[config.mk]
export PLATFORM = sky130hd
export DESIGN_NAME = sorted_priority_queue
export DESIGN_NICKNAME = d
export VERILOG_FILES = /design/src/hw/rtl/spq_pkg.sv /design/src/hw/rtl/sorted_priority_queue.sv /design/src/hw/rtl/spq_cell.sv
export SDC_FILE = /design/constraint.sdc
export NUM_CORES = 2
export LEC_CHECK = 0
export BUFFER_PORTS_ARGS = -buffer_cell sky130_fd_sc_hd__buf_2
export CORE_ASPECT_RATIO = 1.2
export CORE_MARGIN = 5
export CORE_UTILIZATION = 55
export CTS_BUF_LIST = sky130_fd_sc_hd__clkbuf_8
export CTS_CLUSTER_DIAMETER = 80
export DETAILED_ROUTE_END_ITERATION = 10
export PLACE_DENSITY = 0.71
export SYNTH_ARGS = -nofsm -noshare
export SYNTH_HDL_FRONTEND = slang
export SYNTH_SLANG_ARGS = --single-unit
[constraint.sdc]
create_clock -name clk_i -period 8.5 [get_ports clk_i]
set_input_delay 1.275 -clock clk_i [delete_from_list [all_inputs] [get_ports clk_i]]
set_output_delay 1.275 -clock clk_i [all_outputs]
set_load 0.01 [all_outputs]
[src/hw/rtl/spq_pkg.sv]
// Shared constants and types for the sorted priority queue.
package spq_pkg;

  localparam int unsigned DEPTH    = 16;
  localparam int unsigned KEY_BITS = 32;
  localparam int unsigned TAG_BITS = 16;
  localparam int unsigned CNT_BITS = $clog2(DEPTH + 1);

  typedef logic signed [KEY_BITS-1:0] key_t;
  typedef logic [TAG_BITS-1:0]        tag_t;
  typedef logic [CNT_BITS-1:0]        cnt_t;
  typedef logic [1:0]                 status_t;

  localparam logic    KIND_INSERT = 1'b0;
  localparam logic    KIND_REMOVE = 1'b1;

  localparam status_t STATUS_DONE  = 2'd0;
  localparam status_t STATUS_FULL  = 2'd1;
  localparam status_t STATUS_EMPTY = 2'd2;

  typedef struct packed {
    logic ins;
    logic rem;
  } cell_ctrl_t;

endpackage

[src/hw/rtl/sorted_priority_queue.sv]
// Top level of the sorted priority queue built from a chain of cells.
// done_o is registered and is high in the cycle that follows the accepting edge.
// Throughput: one transaction per cycle; all cells compare and shift in parallel.
// busy_o stays low, so start_i may be held high every cycle.
// Reset empties the queue and clears the strobe; cell contents are not reset.
// The receiver cannot stall: each result is shown for exactly one cycle.
module sorted_priority_queue (
  input  logic                 clk_i,
  input  logic                 rst_ni,
  input  logic                 start_i,
  output logic                 busy_o,
  input  logic                 kind_i,
  input  spq_pkg::key_t        key_i,
  input  spq_pkg::tag_t        tag_i,
  output logic                 done_o,
  output spq_pkg::status_t     status_o,
  output spq_pkg::key_t        removed_key_o,
  output spq_pkg::tag_t        removed_tag_o,
  output spq_pkg::cnt_t        count_o
);

  localparam int unsigned N = spq_pkg::DEPTH;

  spq_pkg::cnt_t      count_q, count_d;
  logic               done_q;
  spq_pkg::status_t   status_q, status_d;
  spq_pkg::key_t      rkey_q, rkey_d;
  spq_pkg::tag_t      rtag_q, rtag_d;
  spq_pkg::cell_ctrl_t ctrl;

  logic               accept;
  logic               full, empty;
  logic [N-1:0]       stay;
  spq_pkg::key_t      cell_key [N];
  spq_pkg::tag_t      cell_tag [N];

  assign busy_o = 1'b0;
  assign accept = start_i && !busy_o;
  assign full   = (count_q == spq_pkg::cnt_t'(N));
  assign empty  = (count_q == '0);

  assign ctrl.ins = accept && (kind_i == spq_pkg::KIND_INSERT) && !full;
  assign ctrl.rem = accept && (kind_i == spq_pkg::KIND_REMOVE) && !empty;

  for (genvar i = 0; i < N; i++) begin : g_cell
    logic          occ;
    logic          lstay;
    spq_pkg::key_t lkey, rkey;
    spq_pkg::tag_t ltag, rtag;

    assign occ = (count_q > spq_pkg::cnt_t'(i));

    if (i == 0) begin : g_first
      assign lstay = 1'b1;
      assign lkey  = key_i;
      assign ltag  = tag_i;
    end else begin : g_mid
      assign lstay = stay[i-1];
      assign lkey  = cell_key[i-1];
      assign ltag  = cell_tag[i-1];
    end

    if (i == N - 1) begin : g_last
      assign rkey = cell_key[i];
      assign rtag = cell_tag[i];
    end else begin : g_body
      assign rkey = cell_key[i+1];
      assign rtag = cell_tag[i+1];
    end

    spq_cell u_cell (
      .clk_i       (clk_i),
      .ctrl_i      (ctrl),
      .occupied_i  (occ),
      .new_key_i   (key_i),
      .new_tag_i   (tag_i),
      .left_stay_i (lstay),
      .left_key_i  (lkey),
      .left_tag_i  (ltag),
      .right_key_i (rkey),
      .right_tag_i (rtag),
      .stay_o      (stay[i]),
      .key_o       (cell_key[i]),
      .tag_o       (cell_tag[i])
    );
  end

  always_comb begin
    count_d  = count_q;
    status_d = spq_pkg::STATUS_DONE;
    rkey_d   = '0;
    rtag_d   = '0;
    if (kind_i == spq_pkg::KIND_INSERT) begin
      if (full) begin
        status_d = spq_pkg::STATUS_FULL;
      end else if (accept) begin
        count_d = count_q + 1'b1;
      end
    end else begin
      if (empty) begin
        status_d = spq_pkg::STATUS_EMPTY;
      end else begin
        rkey_d = cell_key[0];
        rtag_d = cell_tag[0];
        if (accept) begin
          count_d = count_q - 1'b1;
        end
      end
    end
  end

  always_ff @(posedge clk_i or negedge rst_ni) begin
    if (!rst_ni) begin
      count_q <= '0;
      done_q  <= 1'b0;
    end else begin
      count_q <= count_d;
      done_q  <= accept;
    end
  end

  always_ff @(posedge clk_i) begin
    if (accept) begin
      status_q <= status_d;
      rkey_q   <= rkey_d;
      rtag_q   <= rtag_d;
    end
  end

  assign done_o        = done_q;
  assign status_o      = status_q;
  assign removed_key_o = rkey_q;
  assign removed_tag_o = rtag_q;
  assign count_o       = count_q;

  a_count_bound: assert property (@(posedge clk_i) disable iff (!rst_ni)
    count_q <= spq_pkg::cnt_t'(N))
    else $error("entry count above depth");

  a_done_follows: assert property (@(posedge clk_i) disable iff (!rst_ni)
    accept |=> done_q)
    else $error("transaction without result strobe");

  a_full_keeps: assert property (@(posedge clk_i) disable iff (!rst_ni)
    (accept && kind_i == spq_pkg::KIND_INSERT && full) |=>
      (status_q == spq_pkg::STATUS_FULL && count_q == spq_pkg::cnt_t'(N)))
    else $error("insert into full queue changed the count");

  a_empty_flag: assert property (@(posedge clk_i) disable iff (!rst_ni)
    (accept && kind_i == spq_pkg::KIND_REMOVE && empty) |=>
      (status_q == spq_pkg::STATUS_EMPTY && count_q == '0 && rkey_q == '0))
    else $error("remove from empty queue misreported");

endmodule

[src/hw/rtl/spq_cell.sv]
// One storage cell of the sorted chain: keeps, takes the new entry, or shifts.
module spq_cell (
  input  logic                clk_i,
  input  spq_pkg::cell_ctrl_t ctrl_i,
  input  logic                occupied_i,
  input  spq_pkg::key_t       new_key_i,
  input  spq_pkg::tag_t       new_tag_i,
  input  logic                left_stay_i,
  input  spq_pkg::key_t       left_key_i,
  input  spq_pkg::tag_t       left_tag_i,
  input  spq_pkg::key_t       right_key_i,
  input  spq_pkg::tag_t       right_tag_i,
  output logic                stay_o,
  output spq_pkg::key_t       key_o,
  output spq_pkg::tag_t       tag_o
);

  spq_pkg::key_t key_q, key_d;
  spq_pkg::tag_t tag_q, tag_d;

  assign stay_o = occupied_i && (key_q <= new_key_i);

  always_comb begin
    key_d = key_q;
    tag_d = tag_q;
    if (ctrl_i.ins && !stay_o) begin
      if (left_stay_i) begin
        key_d = new_key_i;
        tag_d = new_tag_i;
      end else begin
        key_d = left_key_i;
        tag_d = left_tag_i;
      end
    end else if (ctrl_i.rem) begin
      key_d = right_key_i;
      tag_d = right_tag_i;
    end
  end

  always_ff @(posedge clk_i) begin
    key_q <= key_d;
    tag_q <= tag_d;
  end

  assign key_o = key_q;
  assign tag_o = tag_q;

endmodule
# After elaboration in Yosys (flattened, before gate mapping)
# Cells that the tools add are included.
# op_classes
n_eq_ne	3
n_lt_le_gt_ge	32
mux	98
n_reduce_logical	72
add_sub_neg	2
n_bitwise	1
# ops
operator	n
$mux W32	45
$mux W16	45
$le A32 B32 Y1	16
$gt A5 B4 Y1 const B	8
$logic_and A1 B1 Y1	36
$reduce_bool A2 Y1	15
$mux W5	5
$gt A5 B3 Y1 const B	4
$logic_not A1 Y1	18
$gt A5 B1 Y1 const B	2
$gt A5 B2 Y1 const B	2
$add A5 B1 Y5 const B	1
$eq A5 B5 Y1 const B	1
$logic_not A5 Y1	1
$sub A5 B1 Y5 const B	1
$mux W2	2
$ne A2 B2 Y1 const B	2
$reduce_and A3 Y1	1
$reduce_or A2 Y1	1
$mux W1	1
$not A1 Y1	1
# totals
wordCells	245
out_inout_bits	57
input_bits	52
register_bits	824

# Depth between registers and ports, before layout
# depth
depth_word	5
ltp_mapped	16
mapped_depth_nobuf	10

# By module
# Synthesis repeated with hierarchy kept, for this count alone.
# hier_totals
cells_unflattened	4635
hier_area_um2	58023.1
# modules_own_cells
mod	cells_each	instances	seq_area_each_um2	area_per_inst_um2
spq_cell	278	16	1441.4	3469.6
sorted_priority_queue	187	1	1651.6	2509.9

# Worst setup path after synthesis
# OpenSTA, ideal clock, no wires.
# synth_timing
kind	input to register
startpoint	input key_i[27]
endpoint	register g_cell[12].u_cell.key_q[0], enable pin
n_path_buf	4
path_stages	13
required_ns	7.980
setup_time_ns	0.520
t_arrival_ns	7.200
slack_ns	0.780
cell_sequence	clkbuf_1 -> clkbuf_1 -> inv_1 -> ha_1 -> nand4_1 -> or4_1 -> nor4_2 -> o31ai_1 -> nand3_1 -> a211oi_2 -> buf_4 -> buf_6 -> o21ai_0
# synth_via
elab_chain_cells	5
# synth_rtl
item	line_no	rtl
from (decl)	sorted_priority_queue.sv:13	input spq_pkg::key_t key_i,
$le A32 B32 Y1	spq_cell.sv:21	assign stay_o = occupied_i && (key_q <= new_key_i);
$logic_and A1 B1 Y1	spq_cell.sv:21	
$logic_not A1 Y1	spq_cell.sv:26	if (ctrl_i.ins && !stay_o) begin
$logic_and A1 B1 Y1	spq_cell.sv:26	
$reduce_bool A2 Y1 (no source line)	--	
to (signal assigned)	spq_cell.sv:41	key_q <= key_d;
to (decl)	spq_cell.sv:18	spq_pkg::key_t key_q, key_d;
# No other way between the ends.
# A chain may end at the register's enable or synchronous reset.

# Worst setup path after layout
# layout_timing
startpoint	input key_i[11]
endpoint	register g_cell[7].u_cell.key_q[29], data pin
# layout_via
elab_chain_cells	5
word_cells_on_any_way	8
classes_between	2 x order compare; 2 x mux; 4 x reduce/logical
# layout_rtl
item	line_no
$le A32 B32 Y1	spq_cell.sv:21
$logic_and A1 B1 Y1	spq_cell.sv:21
$logic_not A1 Y1	spq_cell.sv:26
$logic_and A1 B1 Y1	spq_cell.sv:26
$mux W32 (*)	spq_cell.sv:26
via g_cell[7].u_cell.key_d[29]	spq_cell.sv:18
to (signal assigned)	spq_cell.sv:41
to (decl)	spq_cell.sv:18
# The timed path passes the listed nets; every way through them passes the cells marked *.

==> run summary <==
Worst slew pin tran = 1.25 ns
Post-synthesis cell area = 53000 um^2
Finished Layout Cells = 5991
Via count = 40600
DR WL/cell = 30.4 um
Syn_nets = 5181
FF/Latch Area = 24700 um^2
Final period util = 0.752
Max Freq = 156 MHz
Final setup vio count = 0
Setup bufs post-CTS = 0
Post-route ant nets = 0
Clock Path Buffers = 3
Detailed placement HPWL = 122000 um
1st-iter DRT viols = 5050
Distinct cells, synth = 78
Crit path time final = 6.39 ns
FFs w/ async S/R, synth = 0.00728
Placed Instances = 5736
Pin count of the biggest net entering global routing = 89
Worst hold margin = 0.367 ns
Worst reg2reg path depth = 9
Total die area = 103000 um^2
Main flop type after synthesis = edfxtp_1
Fillcell total = 7879
PwrDens = 334 nW/um^2
Initial antenna violation count = 7
CP max stage cell = nor4_1
CP required = 9.02 ns
Post-synth EDFFs = 818
H-Tree Level Count = 4
Global-route wire length before repair = 264000 um
RePlAce Congestion = 1.03
Cell count after synthesis = 4612
Horiz. Die Dim = 293 um
CP Cell Sequence = buf_2, inv_1, ha_1, nand4_1, nor4_1, a21boi_0, or3_1, a221oi_1, o21ai_4, buf_4, buf_4, mux2i_1, a21oi_1
Total wire length = 182000 um
Synthesis Warnings = 0
Core Box Area = 95400 um^2
Post-CTS Resized = 0
Layout area overhead = 8.33%
CP startpoint kind = primary input
I/O Buffers = 107
Hold WC Path Type = in -> async
Worst-path clk slew = 0.06 ns
Skew final = 0.0371 ns
Vias in the first global route = 39700
Clk root buf = clkbuf_8
Clock Latency Late Sink = 0.84 ns
Final hold viol count = 0
Drt pass-1 iters = 6
CTS tree = done
I/O pin total = 109
Max_cap viols = 0
Status = finished clean
Hold bufs inserted after CTS = 0
Total GRT Usage = 0.344
Max_slew headroom = 0.166
GRT Residual Overflow = 0
Setup TNS = 0 ns
Register bit total from synthesis = 824
Final Util = 0.601
CP dominant cell by count = buf_4
Std cell rows = 124
Share of cells above drive strength 1 = 0.184
Crit path kind = in -> reg
R2R Setup Slk = 3.06 ns
RSZ-0062 raised after global routing = false
Via density = 6.78
CP Max Fanout = 50
Clk sinks = 824
Max VDD drop = 0.000280 V
Synthesized area per cell = 11.5 um^2
Final #Nets = 5188
Die height = 350 um
TritonCTS Buffers = 141
CP arrival = 6.92 ns
Crit. End Element = register
Max-slew violation count = 0
Leak = 23.1 nW
Sequential cell area fraction in the yosys report = 0.467
Residual DRC = 0
Max incr delay on CP = 1.02 ns
Multi-input logic area = 27000 um^2
Initial core utilization = 0.555
registers in the layout, indices dropped and copies added (netlist names):
register and count:
count_o 5, done_o 1, g_cell.u_cell.key_o 512, g_cell.u_cell.tag_o 256, removed_key_o 32, removed_tag_o 16
status_o 2
power by group:
part	total, W	internal (W)	switching [W]
Sequential	0.00725	0.00624	0.00101
Combinational	0.00836	0.00329	0.00507
Clock	0.00355	0.00177	0.00178
Total	0.0192	0.0113	0.00785
Yosys cell counts (all sizes together), types with 12 or more instances:
cell type	instances	share of area
o211ai	19	0.0027
nor2	241	0.017
mux2i	488	0.092
nand2b	18	0.0021
edfxtp	818	0.46
mux2	471	0.10
nor4	19	0.0024
a21oi	681	0.064
nand2	162	0.011
a21o	43	0.0061
buf	83	0.0078
clkbuf	242	0.017
nand4	100	0.012
inv	76	0.0054
ha	517	0.12
and2	57	0.0067
and4	12	0.0020
nor3	20	0.0020
nand3	61	0.0058
a211oi	16	0.0024
nor2b	25	0.0030
o21ai	308	0.029
area by class of cell:
cell class | instances | share of cell area
Antenna cell | 7 | 0.000305
Clock buffer | 143 | 0.0343
Clock inverter | 105 | 0.0119
Inverter | 76 | 0.00497
Multi-Input combinational cell | 3387 | 0.470
Sequential cell | 824 | 0.431
Tap cell | 1260 | 0.0275
Timing Repair Buffer | 189 | 0.0203
cell usage in the layout (no fill, tap or decap), drive strengths merged, types with 4 or more instances in the layout:
master,synthesis,layout
ha,517,517
o31a,4,4
diode,0,7
a211oi,16,16
and3,10,10
nand2,162,162
dfrtp,6,6
nor2b,25,25
and2,57,57
o221ai,4,4
a31oi,8,8
or4,4,4
o31ai,7,7
mux2i,488,488
nor2,241,241
a221oi,10,10
mux2,471,471
buf,83,189
a21boi,10,10
nor4,19,19
a221o,5,5
a21o,43,43
and4,12,12
nand2b,18,18
nand3,61,61
bufinv,0,6
a211o,7,7
clkbuf,242,143
o211ai,19,19
clkinv,0,42
edfxtp,818,818
inv,76,130
o21ai,308,308
nor3,20,20
nand4,100,100
o21a,7,7
a21oi,681,681
or3,5,5
per-stage QoR:
| stage | instance area (um^2) | total power (W) | worst slack [ns] |
|---|---|---|---|
| 2_1_floorplan | 53000 | 0.0125 | 0.780 |
| 3_3_place_gp | 54700 | 0.0152 | 1.42 |
| 3_5_place_dp | 54700 | 0.0154 | 1.39 |
| 4_1_cts | 57400 | 0.0189 | 2.30 |
| 5_1_grt | 57400 | 0.0200 | 2.11 |
| 6_report | 57400 | 0.0192 | 2.11 |
cell families after synthesis:
group | count (synthesis) | share of synthesized area
compound gates | 1160 | 0.119
xor+xnor | 4 | 0.000662
fa+ha+maj | 517 | 0.122
buf+inv | 401 | 0.0303
flops | 824 | 0.467
mux | 959 | 0.192
other cells | 1 | 0.0000708
simple gates | 746 | 0.0685
worst max-delay path: cells and delay by family:
kind | cells | cell delay (ns)
AO/OA/AOI/OAI | 4 | 0.97
adder cells (fa/ha/maj) | 1 | 0.48
buffers and inverters | 4 | 2.14
multiplexers | 1 | 0.30
AND/OR/NAND/NOR | 3 | 1.55
path summary, 6_finish.rpt:
| kind | from | end |
|---|---|---|
| max in group asynchronous | rst_ni | count_o[0]$_DFFE_PN0P_ |
| min in group clk_i | g_cell[0].u_cell.tag_o[2]$_DFFE_PP_ | removed_tag_o[2]$_SDFFCE_PP0P_ |
| hold reg to reg | g_cell[0].u_cell.tag_o[2]$_DFFE_PP_ | removed_tag_o[2]$_SDFFCE_PP0P_ |
| setup / recovery | key_i[11] | g_cell[7].u_cell.key_o[29]$_DFFE_PP_ |
| setup reg to reg | g_cell[0].u_cell.key_o[31]$_DFFE_PP_ | g_cell[1].u_cell.key_o[29]$_DFFE_PP_ |
| hold / removal | rst_ni | done_o$_DFF_PN0_ |
per-layer routing:
layer | vias to the layer above | global-route usage | share of wire
met5 | - | 0 | 0.000060
met4 | 2 | 0.176 | 0.060
met2 | 2275 | 0.530 | 0.44
li1 | 17700 | - | -
met3 | 477 | 0.0668 | 0.097
met1 | 20200 | 0.468 | 0.40
(Power assumes the default switching activity.)
